--- src/sv/crc15fc_pkg.sv ---
// ----------------------------------------------------------------------------
// crc15fc_pkg
// Types and constants of the CRC-15 frame checker.
// ----------------------------------------------------------------------------
`default_nettype none

package crc15fc_pkg;

  localparam int unsigned MAX_CHECKED_BYTES = 32;
  localparam int unsigned MIN_FRAME_BYTES   = 5;

  localparam int unsigned CRC_W  = 15;
  localparam int unsigned POS_W  = 6;
  localparam int unsigned BYTE_W = 8;
  localparam int unsigned CHK_W  = 16;

  localparam logic [CRC_W-1:0] CRC_INIT = 15'h7FFF;
  localparam logic [CRC_W-1:0] CRC_POLY = 15'h0F9D;

  // The byte counter saturates here; reaching it means the frame is too long.
  localparam logic [POS_W-1:0] POS_LIMIT = POS_W'(MAX_CHECKED_BYTES + 3);
  // A frame is short when the position before its last byte is below this.
  localparam logic [POS_W-1:0] POS_SHORT = POS_W'(MIN_FRAME_BYTES - 1);
  // Bytes from this position on push a checked byte out of the delay.
  localparam logic [POS_W-1:0] POS_FOLD  = POS_W'(3);

  typedef enum logic [1:0] {
    ST_OK       = 2'd0,
    ST_SHORT    = 2'd1,
    ST_LONG     = 2'd2,
    ST_MISMATCH = 2'd3
  } status_e;

  typedef struct packed {
    logic [CHK_W-1:0] received_check;
    logic [CHK_W-1:0] computed_check;
    status_e          status;
  } result_t;

  localparam int unsigned RESULT_W = $bits(result_t);
  localparam int unsigned M_DATA_W = ((RESULT_W + 7) / 8) * 8;

endpackage

`default_nettype wire

--- src/sv/crc15_frame_checker_top.sv ---
// ----------------------------------------------------------------------------
// crc15_frame_checker_top
// Checks the CRC-15 of a received serial bus frame, one byte per beat.
// ----------------------------------------------------------------------------
//  Channel   Direction  Payload
//  s_axis    in         tdata[7:0] data_byte, tlast last_byte
//  m_axis    out        tdata[1:0] status, [17:2] computed_check,
//                       [33:18] received_check, [39:34] zero
//
//  One byte per cycle is sustained while no result beat is stalled; the
//  byte-wide CRC update sits between the input register and the result
//  register. Only the last byte of a frame produces a result beat. Reset
//  returns the frame state to its start and empties both registers. A stalled
//  result beat holds the byte in the input register, and a new beat is taken
//  then only while that register is empty.
// ----------------------------------------------------------------------------
`default_nettype none

module crc15_frame_checker_top
  import crc15fc_pkg::*;
(
  input  logic                clk_i,
  input  logic                rst_ni,
  input  logic                s_axis_tvalid,
  output logic                s_axis_tready,
  input  logic [BYTE_W-1:0]   s_axis_tdata,  // [7:0] data_byte
  input  logic                s_axis_tlast,  // last_byte
  output logic                m_axis_tvalid,
  input  logic                m_axis_tready,
  output logic [M_DATA_W-1:0] m_axis_tdata   // status, computed_check, received_check
);

  logic              in_valid_q, in_valid_d;
  logic [BYTE_W-1:0] in_data_q;
  logic              in_last_q;
  logic              out_valid_q, out_valid_d;
  result_t           out_q;
  result_t           result;
  logic              out_free;
  logic              advance;
  logic              in_accept;

  assign out_free      = !out_valid_q || m_axis_tready;
  assign advance       = in_valid_q && out_free;
  assign s_axis_tready = !in_valid_q || out_free;
  assign in_accept     = s_axis_tvalid && s_axis_tready;

  crc15fc_frame u_frame (
    .clk_i    (clk_i),
    .rst_ni   (rst_ni),
    .step_i   (advance),
    .data_i   (in_data_q),
    .last_i   (in_last_q),
    .result_o (result)
  );

  always_comb begin
    in_valid_d = in_valid_q;
    if (in_accept) begin
      in_valid_d = 1'b1;
    end else if (advance) begin
      in_valid_d = 1'b0;
    end
  end

  always_comb begin
    out_valid_d = out_valid_q;
    if (advance && in_last_q) begin
      out_valid_d = 1'b1;
    end else if (m_axis_tready) begin
      out_valid_d = 1'b0;
    end
  end

  always_ff @(posedge clk_i or negedge rst_ni) begin
    if (!rst_ni) begin
      in_valid_q  <= 1'b0;
      out_valid_q <= 1'b0;
    end else begin
      in_valid_q  <= in_valid_d;
      out_valid_q <= out_valid_d;
    end
  end

  always_ff @(posedge clk_i) begin
    if (in_accept) begin
      in_data_q <= s_axis_tdata;
      in_last_q <= s_axis_tlast;
    end
    if (advance && in_last_q) begin
      out_q <= result;
    end
  end

  assign m_axis_tvalid = out_valid_q;
  assign m_axis_tdata  = {(M_DATA_W - RESULT_W)'(0), out_q};

endmodule

`default_nettype wire

--- src/sv/crc15fc_byte_fold.sv ---
// ----------------------------------------------------------------------------
// crc15fc_byte_fold
// Folds one byte into a CRC-15 register, most significant bit first.
// ----------------------------------------------------------------------------
`default_nettype none

module crc15fc_byte_fold
  import crc15fc_pkg::*;
(
  input  logic [CRC_W-1:0]  crc_i,
  input  logic [BYTE_W-1:0] byte_i,
  output logic [CRC_W-1:0]  crc_o
);

  always_comb begin
    logic [CRC_W-1:0] crc;
    logic             fb;
    crc = crc_i;
    for (int k = 0; k < BYTE_W; k++) begin
      fb  = crc[CRC_W-1] ^ byte_i[BYTE_W-1-k];
      crc = {crc[CRC_W-2:0], 1'b0};
      if (fb) begin
        crc = crc ^ CRC_POLY;
      end
    end
    crc_o = crc;
  end

endmodule

`default_nettype wire

--- src/sv/crc15fc_frame.sv ---
// ----------------------------------------------------------------------------
// crc15fc_frame
// Per-frame state: byte counter, two-byte delay, CRC register and status.
// ----------------------------------------------------------------------------
`default_nettype none

module crc15fc_frame
  import crc15fc_pkg::*;
(
  input  logic              clk_i,
  input  logic              rst_ni,
  input  logic              step_i,
  input  logic [BYTE_W-1:0] data_i,
  input  logic              last_i,
  output result_t           result_o
);

  logic [CRC_W-1:0]  crc_q, crc_d;
  logic [POS_W-1:0]  pos_q, pos_d;
  logic [BYTE_W-1:0] older_q, older_d;
  logic [BYTE_W-1:0] newer_q, newer_d;
  logic [CRC_W-1:0]  crc_folded;
  logic [CRC_W-1:0]  crc_new;
  logic [CHK_W-1:0]  computed;
  logic [CHK_W-1:0]  received;

  crc15fc_byte_fold u_fold (
    .crc_i  (crc_q),
    .byte_i (older_q),
    .crc_o  (crc_folded)
  );

  // The byte leaving the delay is skipped while it is still the start byte.
  assign crc_new  = (pos_q >= POS_FOLD) ? crc_folded : crc_q;
  assign computed = {crc_new ^ CRC_INIT, 1'b0};
  assign received = {newer_q, data_i};

  always_comb begin
    result_o.computed_check = computed;
    result_o.received_check = received;
    if (pos_q < POS_SHORT) begin
      result_o.status = ST_SHORT;
    end else if (pos_q >= POS_LIMIT) begin
      result_o.status = ST_LONG;
    end else if (computed != received) begin
      result_o.status = ST_MISMATCH;
    end else begin
      result_o.status = ST_OK;
    end
  end

  always_comb begin
    crc_d   = crc_q;
    pos_d   = pos_q;
    older_d = older_q;
    newer_d = newer_q;
    if (step_i) begin
      if (last_i) begin
        crc_d   = CRC_INIT;
        pos_d   = '0;
        older_d = '0;
        newer_d = '0;
      end else begin
        crc_d   = crc_new;
        older_d = newer_q;
        newer_d = data_i;
        if (pos_q < POS_LIMIT) begin
          pos_d = pos_q + POS_W'(1);
        end
      end
    end
  end

  always_ff @(posedge clk_i or negedge rst_ni) begin
    if (!rst_ni) begin
      crc_q   <= CRC_INIT;
      pos_q   <= '0;
      older_q <= '0;
      newer_q <= '0;
    end else begin
      crc_q   <= crc_d;
      pos_q   <= pos_d;
      older_q <= older_d;
      newer_q <= newer_d;
    end
  end

endmodule

`default_nettype wire

--- config.mk ---
export PLATFORM = sky130hd
export DESIGN_NAME = crc15_frame_checker_top
export DESIGN_NICKNAME = d
export VERILOG_FILES = /design/src/sv/crc15fc_pkg.sv /design/src/sv/crc15_frame_checker_top.sv /design/src/sv/crc15fc_byte_fold.sv /design/src/sv/crc15fc_frame.sv
export SDC_FILE = /design/constraint.sdc
export NUM_CORES = 1
export LEC_CHECK = 0
export BUFFER_PORTS_ARGS = -buffer_cell sky130_fd_sc_hd__buf_2
export CAP_MARGIN = 0
export CORE_MARGIN = 5
export CORE_UTILIZATION = 30
export CTS_CLUSTER_SIZE = 10
export DETAILED_ROUTE_END_ITERATION = 6
export GPL_TIMING_DRIVEN = 0
export SYNTH_ARGS = -nofsm -noshare
export SYNTH_HDL_FRONTEND = slang
export SYNTH_SLANG_ARGS = --single-unit
--- constraint.sdc ---
create_clock -name clk_i -period 3.2 [get_ports clk_i]
set_clock_uncertainty 0.15 [all_clocks]
set_input_delay 0.16 -clock clk_i [delete_from_list [all_inputs] [get_ports clk_i]]
set_output_delay 0.16 -clock clk_i [all_outputs]
set_load 0.01 [all_outputs]
# Word level (Yosys, flattened, before mapping)
# Cells that the tools add are included.
dict set report word_totals {
  wordCells 65
  ff_bits 81
  inputBits 13
  out_inout_bits 42
}
dict set report op_classes {
  bitwise 17
  n_reduce_logical 11
  n_addsub 1
  muxes 20
  n_lt_le_gt_ge 4
  eq_ne 1
}
# op count
set op_table {}
lappend op_table {{$mux 12} 8}
lappend op_table {{$not 9->9} 8}
lappend op_table {{$mux 15} 2}
lappend op_table {{$mux 8} 2}
lappend op_table {{$ne 16x16->1} 1}
lappend op_table {{$not 15->15} 1}
lappend op_table {{$mux 6} 2}
lappend op_table {{$xor 1x1->1} 8}
lappend op_table {{$add 6x1->6 const B} 1}
lappend op_table {{$ge 6x2->1 const B} 1}
lappend op_table {{$ge 6x6->1 const B} 1}
lappend op_table {{$lt 6x3->1 const B} 1}
lappend op_table {{$lt 6x6->1 const B} 1}
lappend op_table {{$reduce_bool 2->1} 3}
lappend op_table {{$mux 1} 4}
lappend op_table {{$mux 2} 2}
lappend op_table {{$logic_and 1x1->1} 3}
lappend op_table {{$logic_not 1->1} 2}
lappend op_table {{$logic_or 1x1->1} 2}
lappend op_table {{$reduce_and 2->1} 1}

# Depth between registers and ports, before layout
# Gate-level depths: netlist (run 1).
dict set report depth {
  depth_word 21
  ltp_mapped 11
  mapped_depth_nobuf 9
}

# Modules after synthesis
# A second synthesis (run 1) with hierarchy kept.
dict set report hier_totals {
  cells_unflattened 379
  hier_area_um2 4465.5
}
# mod cells_each n_inst area_each_um2 seq_area_each_um2
set modules_own_cells {}
lappend modules_own_cells {crc15fc_frame 282 1 2432.3 944.7}
lappend modules_own_cells {crc15_frame_checker_top 60 1 1451.4 1341.3}
lappend modules_own_cells {crc15fc_byte_fold 37 1 581.8 0.0}

# Worst setup path after synthesis (run 1)
# OpenSTA, ideal clock, no wires.
dict set report synth_path {
  kind {register to register}
  from {reg u_frame.pos_q[0]}
  to {reg out_q, in the netlist m_axis_tdata[0] (data pin)}
  arrival_ns 2.837
  stages_incl_launch_ff 11
  n_path_buf 1
  setup_slack_ns -0.043
  period_less_slack_ns 3.243
  t_required_ns 2.794
  setup_ns 0.256
  path_cell_list {dfrtp_1 > ha_1 > or4_1 > buf_4 > or2_4 > o211a_1 > or4_1 > a221oi_2 > o211ai_1 > or3_1 > a2bb2oi_1}
}
dict set report synth_between {
  elab_chain_cells 6
  elab_cells_between_ends 8
  classes_between {3 x order compare; 1 x eq/ne; 3 x mux; 1 x bitwise}
}
# item line_no
set synth_lines {}
lappend synth_lines {{start, declared} crc15fc_frame.sv:19} ;# logic [POS_W-1:0] pos_q, pos_d;
lappend synth_lines {{start signal, assigned} crc15fc_frame.sv:82} ;# pos_q <= pos_d;
lappend synth_lines {{$ge 6x2->1} crc15fc_frame.sv:34} ;# assign crc_new = (pos_q >= POS_FOLD) ? crc_folded : crc_q;
lappend synth_lines {{$mux 15} crc15fc_frame.sv:34}
lappend synth_lines {{$not 15->15 (no line)} --}
lappend synth_lines {{$ne 16x16->1} crc15fc_frame.sv:45} ;# end else if (computed != received) begin
lappend synth_lines {{$mux 2} crc15fc_frame.sv:45}
lappend synth_lines {{$mux 2} crc15fc_frame.sv:43} ;# end else if (pos_q >= POS_LIMIT) begin
lappend synth_lines {{end signal, assigned} crc15_frame_checker_top.sv:91} ;# out_q <= result;
lappend synth_lines {{end, declared} crc15_frame_checker_top.sv:37} ;# result_t out_q;
# Parallel ways exist; a longest one is shown, timed or not.
# A chain may end at the register's enable or synchronous reset.

# Final worst setup path (run 1)
# Ends and elaborated chain as after synthesis.

==> results of run 1 <==
-- where the power goes --
group | switching (mW) | internal (mW) | total [mW]
sequential | 0.217 | 1.43 | 1.65
clock | 0.406 | 0.691 | 1.10
combinational | 1.85 | 1.98 | 3.84
-- repair_timing --
action	in CTS	in global routing
resized for setup	9	9
setup endpoints to repair	2	2
endpoints found under the hold margin	35	0
hold buffers	13	0
buffers inserted	11	6
pin swaps	10	12
-- worst min path at each step --
stage,slack (ns),cells after the start,startpoint,endpoint
finish,0.32,2,rst_ni,u_frame.pos_q[2]
global route,0.37,0,in_data_q[1],m_axis_tdata[19]
CTS,0.35,2,rst_ni,u_frame.pos_q[0]
floorplan,-0.29,0,rst_ni,in_valid_q
detailed placement,0.19,1,rst_ni,u_frame.pos_q[0]
global placement,0.17,1,rst_ni,in_valid_q
-- worst register-to-register path: stages, from the launching register on --
cell                        delay [ns]
sky130_fd_sc_hd__dfrtp_1          0.39
sky130_fd_sc_hd__ha_2             0.20
sky130_fd_sc_hd__or4_1            0.41
sky130_fd_sc_hd__buf_6            0.14
sky130_fd_sc_hd__or2_4            0.25
sky130_fd_sc_hd__o211a_1          0.15
sky130_fd_sc_hd__or4_4            0.42
sky130_fd_sc_hd__a221oi_2         0.23
sky130_fd_sc_hd__o211ai_1         0.17
sky130_fd_sc_hd__or3_1            0.34
sky130_fd_sc_hd__a2bb2oi_1        0.14
-- logic make-up after synthesis --
group / count (synthesis)
flip-flops: 81
AND/OR/NAND/NOR: 114
buffers and inverters: 26
other: 1
multiplexers: 4
AO/OA/AOI/OAI: 53
adder cells (fa/ha/maj): 1
XOR/XNOR: 68
-- metrics by stage --
step	util, %	setup slack, ns	hold WS (ns)	TNS, ns	power, mW
4_1_cts	38.6	-0.100	0.350	-0.155	6.38
5_1_grt	39.4	-0.111	0.366	-0.213	6.97
2_1_floorplan	-	0.00322	-0.286	0	4.23
6_report	39.4	-0.0516	0.319	-0.0618	6.58
3_5_place_dp	34.2	-0.311	0.188	-0.512	4.90
3_3_place_gp	34.2	-0.296	0.168	-0.458	4.85
-- layout by cell type, fill, tap and decap left out, drive strengths merged, types with 3 or more instances in the layout --
cell and count:
xor3 4, o21ai 11, nand3b 15, o31ai 5
xor2 11, and2 3, mux2i 4, xnor2 43
conb 7, buf 76, dfrtp 24, nand2 45
o2111ai 4, nand2b 5, dlygate4sd3 13, clkbuf 22
inv 4, dfstp 15, a21oi 20, edfxtp 42
xnor3 10, nor4 4, nor2 29
-- metal layers --
layer / routed length, um / global-route usage (%) / vias up
met3: 651 / 3.30 / 14
met4: 171 / 5.00 / 0
li1: - / - / 1397
met2: 4720 / 19.4 / 87
met5: 0 / 0 / -
met1: 4470 / 16.1 / 1427
-- flip-flops by register name, indices dropped and copies added, names as in the netlist --
name and count:
u_frame.newer_q 8, u_frame.pos_q 6, u_frame.crc_q 15, in_data_q 8, in_valid_q 1, u_frame.older_q 8, m_axis_tvalid 1, m_axis_tdata 33
in_last_q 1
-- area by class of cell --
| class | instances | area, um2 |
|---|---|---|
| clock buffer | 12 | 278 |
| buffer | 22 | 135 |
| sequential | 81 | 2260 |
| timing repair buffer | 77 | 493 |
| tap | 180 | 225 |
| multi-input combinational | 247 | 2020 |
| clock inverter | 4 | 47.5 |
| fill | 1331 | 8410 |
| inverter | 4 | 15.0 |
==> implementation parameters, run 1 <==
Parameter                              Value

GRT
  Via count of the first global-routing pass    2938
  Initial antenna violation count    0
  Largest net degree at the start of global routing    40
  Remaining global-route overflow    0
  Global-route wire length before repair    15600 um
  GR Util All Layers    12.3%

Clocking
  Cell at the root of the clock tree    sky130_fd_sc_hd__clkbuf_16
  Clock buffers created by TritonCTS    9
  # clock sinks    81
  Latest clock arrival within the worst-skew pair    0.34 ns
  Max Root-Sink Buffers    2
  Total number of H-tree levels    3
  Clock transition at the register clock pins on the worst setup and hold paths after CTS    0.06 ns
  TritonCTS clock tree    built

Synth
  Number of enable-type register cells in the synthesized netlist    42
  Summed instance area of the synthesized netlist    4260 um2
  Leading cell types by total area after synthesis    sky130_fd_sc_hd__edfxtp_1 (30%), sky130_fd_sc_hd__dfrtp_1 (14%), sky130_fd_sc_hd__dfstp_2 (9.3%), sky130_fd_sc_hd__xnor2_1 (7.0%), sky130_fd_sc_hd__xnor3_1 (5.3%)
  Simple logic cell fraction of the synthesized area    13.1%
  Total of flip-flops plus latches after synthesis    81
  Compound-cell area share of the yosys netlist    roughly 8%
  Sequential cell area fraction in the yosys report    53.0%
  Top cell type's share of synthesized area    slightly below 30%
  Number of warnings reported in the yosys synthesis log    0
  Distinct cell type count of the synthesized netlist    55
  Adder and majority cell fraction of the synthesized area    less than 1%
  Primary flip-flop cell chosen by synthesis mapping    sky130_fd_sc_hd__edfxtp_1
  Post-Synthesis Mean Instance Area    roughly 12 um2
  Commonest cells post-synth    sky130_fd_sc_hd__nand2_1 (45), sky130_fd_sc_hd__edfxtp_1 (42), sky130_fd_sc_hd__xnor2_1 (34), sky130_fd_sc_hd__nor2_1 (28), sky130_fd_sc_hd__dfrtp_1 (24)
  Synth Instances    348
  Most instantiated library cell after synthesis    sky130_fd_sc_hd__nand2_1
  Library cell with the largest summed area after synthesis    sky130_fd_sc_hd__edfxtp_1
  Ys async rst share    48.1%
  Multiplexer share of the synthesized area    0.940%
  Main combinational cell family by area after synthesis    XOR/XNOR gates
  XOR/XNOR share of the synthesized area    21.0%

Setup path
  Critical Path Sink Type    flip-flop
  Required time reported for the critical path endpoint    3.14 ns
  Critical path buffer and inverter count    1
  Worst Reg2Reg Path Length in Cells    10
  Max incr delay on CP    0.42 ns
  Critical Path Start Type    flip-flop
  Crit path kind    reg -> reg
  Start point of the critical path    u_frame.pos_q[0]
  Crit path DAT    3.19 ns
  CP Cell Sequence    ha_2 -> or4_1 -> buf_6 -> or2_4 -> o211a_1 -> or4_4 -> a221oi_2 -> o211ai_1 -> or3_1 -> a2bb2oi_1
  Slowest library cell on the worst path    sky130_fd_sc_hd__or4_4
  Total number of cells along the worst setup path    10
  Reg2reg start    u_frame.pos_q[0]
  Highest net fanout along the worst path    4
  Kind of cell with the highest combined delay on the critical path    simple AND/OR/NAND/NOR gates
  Worst flop-to-flop path endpoint    m_axis_tdata[0]
  R2r setup slk    -0.05 ns
  Capturing element of the worst setup path    m_axis_tdata[0]

Placement
  Post-Place Cells    about 580
  Placer's final routability congestion estimate    0.912
  DP Wirelength    6880 um
  IO Port Bufs    between 40 and 50
  Placed standard-cell area    4750 um2

STA
  Fin worst setup slack    -0.0516 ns
  Worst slew margin    around two fifths
  Hold violation count in the final report    0
  Max frequency    0.308 GHz
  Final Max Slew Viols    0
  Minimum clock period    3.25 ns
  RSZ-0062 raised after global routing    true
  Period utilization    102%
  Number of failing setup endpoints in the final timing report    2
  Actual transition at the worst max-transition pin    0.890 ns

Floorplan
  Effective utilization at floorplan    30.7%
  Site row count    43
  I/O Pins    55
  Die X    129 um
  Placeable core region    13900 um2
  Die Footprint    between 15000 and 20000 um2
  Y dimension of the die    between 100 and 150 um

Outcome
  Outcome    finished, violations left
  Failing checks    negative setup slack

Cells and area
  Non-filler cells, final    627
  Post-layout net count    456
  Synthesis-to-layout area growth    28.3%
  Share of post-route cells with drive strength above 1    30.6%
  Design Area, Final    about 5500 um2
  Antenna diode instance count    0

Power
  Static Leakage    2.27 nW
  Maximum VDD drop    0.482 mV
  Power density normalized to cell area    1200 nW/um2

Route
  # DRC    0
  Number of violations reported at the end of detailed-routing iteration 0    199
  Detailed-route via count    just under 3000
  Via-per-instance ratio    4.67
  Number of routed nets with antenna violations    0
  Routed wirelength normalized by instance count    about 16 um
  Total Routed Length    10000 um
  Number of search-and-repair iterations in the first detailed-routing pass    5

Worst hold path
  Class of the worst hold path    in -> async

Run
  Max-cap viol count    0
Note: power is estimated with default switching activity, not from simulation.
==> inputs of run 2 (changes only) <==
- ABC_AREA: unset -> 1
- SKIP_CTS_REPAIR_TIMING: unset -> 1
==> run 2 against run 1 <==
The run now ends clean. Die area up 8.4%. Area after synthesis up 9.1%. Via count up 33%. Maximum frequency up 11%. Sequential share of layout area down 0.77 points. Non-clock buffer count down 24. Worst hold slack worse by 0.014 ns. Combinational power up 4%. Largest power group unchanged. Critical path type unchanged.
==> implementation parameters, run 2 <==
Parameter                              Value

Outcome
  Outcome    finished clean

Power
  Proportion of power drawn by combinational gates    61.3% (+3.0 points)
  Clock Power Share    14.8% (-1.9 points)
  Maximum VDD drop    0.380 mV (-21%)
  Static Leakage    2.78 nW (+23%)
  Sw Share    49.4% (+12 points)
  Power density normalized to cell area    1170 nW/um2 (-3.1%)
  Internal Dissipation    3.29 mW (-20%)
  Seq pwr share    24.0% (-1.0 points)
  Net Sw Power    3.21 mW (+30%)

STA
  Hold violation count in the final report    0 (unchanged)
  RSZ-0062 raised after global routing    false
  Worst slew margin    37.3% (-3.3 points)
  Final Max Slew Viols    0 (unchanged)
  Max frequency    0.342 GHz (+11%)
  Actual transition at the worst max-transition pin    0.940 ns (+0.0502 ns)
  Period utilization    91.3% (-10 points)
  Minimum clock period    2.92 ns (-0.329 ns)
  Number of failing setup endpoints in the final timing report    0 (-2)
  Summed negative setup slack over all endpoints    0 ns (+0.0618 ns)

Synth
  Post-Synthesis Mean Instance Area    8.17 um2 (-33%)
  Top cell type's share of synthesized area    27.1% (-2.5 points)
  Number of enable-type register cells in the synthesized netlist    42 (unchanged)
  Leading cell types by total area after synthesis    sky130_fd_sc_hd__edfxtp_1 (27%), sky130_fd_sc_hd__nand2_1 (18%), sky130_fd_sc_hd__dfrtp_1 (13%), sky130_fd_sc_hd__dfstp_2 (8.5%), sky130_fd_sc_hd__nand3_1 (5.9%)
  Commonest cells post-synth    sky130_fd_sc_hd__nand2_1 (228), sky130_fd_sc_hd__nand3_1 (55), sky130_fd_sc_hd__inv_1 (53), sky130_fd_sc_hd__edfxtp_1 (42), sky130_fd_sc_hd__nand2_2 (29)
  Number of warnings reported in the yosys synthesis log    0 (unchanged)
  Most instantiated library cell after synthesis    sky130_fd_sc_hd__nand2_1
  Total of flip-flops plus latches after synthesis    81 (unchanged)
  Sequential cell area fraction in the yosys report    48.5% (-4.4 points)
  Distinct cell type count of the synthesized netlist    32 (-42%)
  Library cell with the largest summed area after synthesis    sky130_fd_sc_hd__edfxtp_1
  Ys async rst share    48.1% (unchanged)
  Summed instance area of the synthesized netlist    4650 um2 (+9.1%)
  Synth Instances    569 (+64%)
  Primary flip-flop cell chosen by synthesis mapping    sky130_fd_sc_hd__edfxtp_1

Clocking
  Clock buffers created by TritonCTS    9 (unchanged)
  Clock transition at the register clock pins on the worst setup and hold paths after CTS    0.06 ns (about the same)
  # clock sinks    81 (unchanged)
  Total number of H-tree levels    3 (unchanged)
  TritonCTS clock tree    built
  Cell at the root of the clock tree    sky130_fd_sc_hd__clkbuf_16
  Max Root-Sink Buffers    2 (unchanged)
  Latest clock arrival within the worst-skew pair    0.34 ns (about the same)

Placement
  Placer's final routability congestion estimate    0.839 (-8.0%)
  Post-Place Cells    811 (+40%)
  Placed standard-cell area    5170 um2 (+9.0%)
  IO Port Bufs    47 (unchanged)
  DP Wirelength    8830 um (+28%)

GRT
  Remaining global-route overflow    0 (unchanged)
  Global-route wire length before repair    19300 um (+24%)
  Via count of the first global-routing pass    3787 (+29%)
  GR Util All Layers    13.7% (+1.4 points)
  Largest net degree at the start of global routing    40 (unchanged)
  Initial antenna violation count    0 (unchanged)

Setup path
  CP Cell Sequence    inv_1 -> nand2_1 -> nand2_1 -> nand2_1 -> nand3_1 -> nand2_1 -> nand2_1 -> nand2_1 -> nand2_1 -> nand2_2 -> nand2_1 -> nand2_1 -> nand2_1 -> nor2_1 -> nand2_1 -> nor2_1 -> nand3_1 -> o21ai_1 -> nand2_1
  Critical path buffer and inverter count    1 (unchanged)
  Slowest library cell on the worst path    sky130_fd_sc_hd__dfstp_2
  Highest net fanout along the worst path    8 (+4)
  Required time reported for the critical path endpoint    3.14 ns (about the same)
  Critical path's most frequent cell    sky130_fd_sc_hd__nand2_1
  Crit path DAT    2.86 ns (-0.33 ns)
  Crit path kind    reg -> reg
  Critical Path Start Type    flip-flop
  R2r setup slk    0.28 ns (+0.33 ns)
  Max incr delay on CP    0.54 ns (+0.12 ns)
  Critical Path Sink Type    flip-flop
  Kind of cell with the highest combined delay on the critical path    simple AND/OR/NAND/NOR gates

Cells and area
  Utilization after layout    36.6% (-2.7 points)
  Max reg flops    33 (unchanged)
  Synthesis-to-layout area growth    19.9%
  Non-filler cells, final    839 (+34%)
  Antenna diode instance count    0 (unchanged)
  Total area of multi-input combinational cells    2080 um2 (+3.3%)
  Post-layout net count    660 (+45%)
  Fillers    1590 (+19%)
  Share of post-route cells with drive strength above 1    23.5% (-7.1 points)
  Register area    2260 um2 (unchanged)
  Design Area, Final    5570 um2 (+1.9%)
  Most common cell after layout, fill and taps aside    sky130_fd_sc_hd__nand2_1
  Most used cells in the layout excluding fill and tap cells    sky130_fd_sc_hd__nand2_1 (228), sky130_fd_sc_hd__nand3_1 (55), sky130_fd_sc_hd__inv_1 (53), sky130_fd_sc_hd__buf_2 (49), sky130_fd_sc_hd__edfxtp_1 (42)

Floorplan
  Die X    134 um (+4.1%)
  Y dimension of the die    134 um (+4.1%)
  Placeable core region    15200 um2 (+9.5%)
  Die Footprint    18100 um2 (+8.4%)
  Effective utilization at floorplan    30.6% (-0.12 points)
  Site row count    45 (+4.7%)
  I/O Pins    55 (unchanged)

Worst hold path
  Class of the worst hold path    reg -> reg

Route
  # DRC    0 (unchanged)
  Number of routed nets with antenna violations    0 (unchanged)
  Total Routed Length    11900 um (+19%)
  Via-per-instance ratio    4.62 (-0.92%)
  Routed wirelength normalized by instance count    14.2 um (-11%)
  Number of violations reported at the end of detailed-routing iteration 0    262 (+32%)
  Detailed-route via count    3878 (+33%)
  Number of search-and-repair iterations in the first detailed-routing pass    4 (-1)

Run
  Max-cap viol count    0 (unchanged)
## run 2: kinds of logic (layout without fill, tap and decap cells)
kind of cell | Yosys count | in the layout | synth area share [%]
flops | 81 | 81 | 48.5
buf+inv | 78 | 154 | 7.27
other cells | 1 | 7 | 0.0807
xor+xnor | 2 | 2 | 0.377
compound gates | 43 | 43 | 6.00
fa+ha+maj | 1 | 1 | 0.269
simple gates | 363 | 363 | 37.5
## run 2: final timing paths
| kind | depth (start not counted) | end | from |
|---|---|---|---|
| max in group asynchronous | 2 | u_frame.older_q[1] | rst_ni |
| setup / recovery | 19 | m_axis_tdata[1] | u_frame.crc_q[9] |
| hold reg to reg | 0 | m_axis_tdata[28] | u_frame.newer_q[2] |
| hold / removal | 0 | m_axis_tdata[28] | u_frame.newer_q[2] |
| setup reg to reg | 19 | m_axis_tdata[1] | u_frame.crc_q[9] |
| min in group asynchronous | 2 | u_frame.pos_q[3] | rst_ni |
## run 2: layout make-up
cell class,count,share of cell area (%)
Sequential cell,81,40.5
Clock buffer,13,4.67
Multi-Input combinational cell,416,37.4
Buffer,15,1.73
Clock inverter,3,0.270
Inverter,63,4.34
Tap cell,188,4.22
Timing Repair Buffer,60,6.87
## run 2: through the flow
| stage | worst slack, ns | hold slack (ns) | power, mW |
|---|---|---|---|
| finish | 0.278 | 0.305 | 6.50 |
| global route | 0.0290 | 0.328 | 7.12 |
| CTS | 0.265 | -0.181 | 6.54 |
| detailed placement | 0.284 | 0.188 | 5.53 |
| global placement | -0.772 | 0.187 | 5.49 |
| floorplan | 0.331 | -0.286 | 4.67 |
## run 2: routing by layer
metal  up-vias  global-route usage (%)  share of wire (%)
met2        83                    22.0                 46
met3        11                    3.50                5.1
met5         -                       0                  0
li1       1989                       -                  -
met4         0                    4.64                1.8
met1      1795                    18.1                 47
## run 2: power by group through the flow
stage | clock [mW] | sequential, mW | combinational [mW]
after floorplan | 0 | 1.58 | 3.09
after global placement | 0 | 1.58 | 3.92
after detailed placement | 0 | 1.57 | 3.96
after CTS | 0.988 | 1.56 | 3.99
after global routing | 1.03 | 1.59 | 4.50
final | 0.959 | 1.56 | 3.98
==> inputs of run 3 (changes only) <==
- PLACE_DENSITY_LB_ADDON: unset -> 0.1
- RECOVER_POWER: unset -> 50
==> run 3 against run 2 <==
The flow now finishes with violations (max-capacitance violations, max-slew violations). Largest power group unchanged. Wire length up 7.8%. Global-route usage up 1.0 points. Setup slack lost 0.021 ns. Cell count rose by 0.36%. Count of clock-buffer cells in the layout decreased by 4. Non-clock buffer count rose by 3.
==> implementation parameters, run 3 (same netlist as run 2, synthesis figures left out) <==
Parameter                              Value

Setup path
  Critical Path Sink Type    flip-flop
  Reg2reg start    u_frame.crc_q[14]
  Highest net fanout along the worst path    9 (+1)
  Crit path DAT    2.89 ns (+0.03 ns)
  Start point of the critical path    u_frame.crc_q[14]
  Required time reported for the critical path endpoint    3.15 ns (about the same)
  Crit path kind    reg -> reg
  Critical Path Start Type    flip-flop

Power
  Static Leakage    2.69 nW (-3.4%)
  Maximum VDD drop    0.380 mV (about the same)
  Post-layout total power    6.57 mW (+1.1%)
  Power density normalized to cell area    1180 nW/um2 (+1.5%)

Placement
  Placer's final routability congestion estimate    0.840 (about the same)
  Post-Place Cells    811 (unchanged)
  IO Port Bufs    47 (unchanged)
  DP Wirelength    9500 um (+7.7%)
  Worst slack at placement    0.115 ns (-0.169 ns)
  Placed standard-cell area    5170 um2 (unchanged)

Cells and area
  Share of post-route cells with drive strength above 1    18.2% (-5.3 points)
  Synthesis-to-layout area growth    19.5%
  Fillers    1602 (+0.75%)
  Post-layout net count    663 (+0.45%)
  Antenna diode instance count    0 (unchanged)
  Non-filler cells, final    842 (+0.36%)
  Most used cells in the layout excluding fill and tap cells    sky130_fd_sc_hd__nand2_1 (227), sky130_fd_sc_hd__nand3_1 (55), sky130_fd_sc_hd__inv_1 (53), sky130_fd_sc_hd__edfxtp_1 (42), sky130_fd_sc_hd__clkbuf_1 (40)
  Register area    2260 um2 (unchanged)
  Design Area, Final    5550 um2 (-0.34%)
  Most common cell after layout, fill and taps aside    sky130_fd_sc_hd__nand2_1
  Max reg flops    33 (unchanged)
  Total area of multi-input combinational cells    2100 um2 (+0.84%)

GRT
  GR Util All Layers    14.7% (+1.0 points)
  Via count of the first global-routing pass    3861 (+2.0%)
  Largest net degree at the start of global routing    40 (unchanged)
  Initial antenna violation count    0 (unchanged)
  Remaining global-route overflow    0 (unchanged)
  Global-route wire length before repair    20300 um (+5.6%)

Clocking
  Total number of H-tree levels    3 (unchanged)
  TritonCTS clock tree    built
  Clock buffers created by TritonCTS    9 (unchanged)
  Max Root-Sink Buffers    2 (unchanged)
  Clock transition at the register clock pins on the worst setup and hold paths after CTS    0.06 ns (about the same)
  Latest clock arrival within the worst-skew pair    0.34 ns (about the same)
  # clock sinks    81 (unchanged)
  Cell at the root of the clock tree    sky130_fd_sc_hd__clkbuf_16

Worst hold path
  Hold wc startpoint    u_frame.newer_q[2]
  Class of the worst hold path    reg -> reg

Route
  Total Routed Length    12900 um (+7.8%)
  Number of search-and-repair iterations in the first detailed-routing pass    4 (unchanged)
  Via-per-instance ratio    4.68 (+1.2%)
  Number of violations reported at the end of detailed-routing iteration 0    251 (-4.2%)
  # DRC    0 (unchanged)
  Number of routed nets with antenna violations    0 (unchanged)
  Detailed-route via count    3937 (+1.5%)
  Routed wirelength normalized by instance count    15.3 um (+7.4%)

STA
  Hold violation count in the final report    0 (unchanged)
  Minimum clock period    2.94 ns (+0.0207 ns)
  Actual transition at the worst max-transition pin    2.34 ns (+1.40 ns)
  Worst slew margin    -56.3% (-94 points)
  Number of failing setup endpoints in the final timing report    0 (unchanged)
  Fin worst setup slack    0.257 ns (-0.0207 ns)
  RSZ-0062 raised after global routing    false
  Max frequency    0.340 GHz (-0.70%)
  Final Max Slew Viols    40 (+40)
  Period utilization    92.0% (+0.65 points)

Floorplan
  Effective utilization at floorplan    30.6% (unchanged)
  Y dimension of the die    134 um (unchanged)
  Site row count    45 (unchanged)
  I/O Pins    55 (unchanged)
  Die Footprint    18100 um2 (unchanged)
  Placeable core region    15200 um2 (unchanged)
  Die X    134 um (unchanged)

Run
  Max-cap viol count    1 (+1)

Outcome
  Failing checks    max-capacitance violations, max-slew violations
  Outcome    finished, violations left
## run 3: changes by cell type in the layout (fill, tap and decap cells not counted), sizes merged
cell / delta
buf: -33
clkbuf: +32
clkinv: +2
clkinvlp: +1
inv: +1
## run 3: area by class of cell
class                           count  area share [%]
Sequential cell                    81            40.6
Multi-Input combinational cell    416            37.8
Timing Repair Buffer               63            6.49
Inverter                           63            4.35
Tap cell                          188            4.24
Clock buffer                        9            4.06
Buffer                             15            1.74
Clock inverter                      7           0.654
## run 3: worst paths after layout
check | end | slack, ns | cells after the start
min in group asynchronous | u_frame.newer_q[7] | 0.92 | 2
setup / recovery | m_axis_tdata[1] | 0.26 | 19
hold reg to reg | m_axis_tdata[28] | 0.30 | 0
max in group asynchronous | u_frame.newer_q[2] | 0.64 | 2
hold / removal | m_axis_tdata[28] | 0.30 | 0
setup reg to reg | m_axis_tdata[1] | 0.26 | 19
## run 3: where the power goes
part / leakage, nW / switching, mW / internal (mW)
clock: 0.126 / 0.409 / 0.515
sequential: 0.874 / 0.129 / 1.43
combinational: 1.69 / 2.77 / 1.32
## run 3: worst max-delay path, stage by stage (launching register included)
cell                      delay (ns)
sky130_fd_sc_hd__dfstp_2        0.55
sky130_fd_sc_hd__nand2_1        0.09
sky130_fd_sc_hd__nand2_4        0.16
sky130_fd_sc_hd__nand2_4        0.09
sky130_fd_sc_hd__nand2_8        0.10
sky130_fd_sc_hd__nand2_1        0.09
sky130_fd_sc_hd__nand2_4        0.13
sky130_fd_sc_hd__nand2_1        0.07
sky130_fd_sc_hd__nand2_1        0.11
sky130_fd_sc_hd__nand2_1        0.11
sky130_fd_sc_hd__nand2_2        0.10
sky130_fd_sc_hd__nand2_1        0.05
sky130_fd_sc_hd__nand2_1        0.06
sky130_fd_sc_hd__nand2_1        0.05
sky130_fd_sc_hd__nor2_1         0.17
sky130_fd_sc_hd__nand2_1        0.12
sky130_fd_sc_hd__nor2_1         0.13
sky130_fd_sc_hd__nand3_1        0.16
sky130_fd_sc_hd__o21ai_1        0.16
sky130_fd_sc_hd__nand2_1        0.06
## run 3: per-stage QoR
step | setup TNS (ns) | utilization [%] | hold WS, ns
CTS | 0 | 35.8 | -0.178
floorplan | 0 | - | -0.286
finish | 0 | 36.5 | 0.302
detailed placement | 0 | 34.0 | 0.188
global placement | -21.45 | 33.8 | 0.187
global route | 0 | 36.5 | 0.334
## run 3: layer usage
layer  routed length [um]  vias up  share of wire (%)  GRT usage, %
met5                    0        -                  0             0
met4                  191        0                1.5          5.03
met3                  561       16                4.4          2.98
met2                 6100       80                 47          24.3
met1                 6010     1842                 47          19.3
li1                     -     1999                  -             -
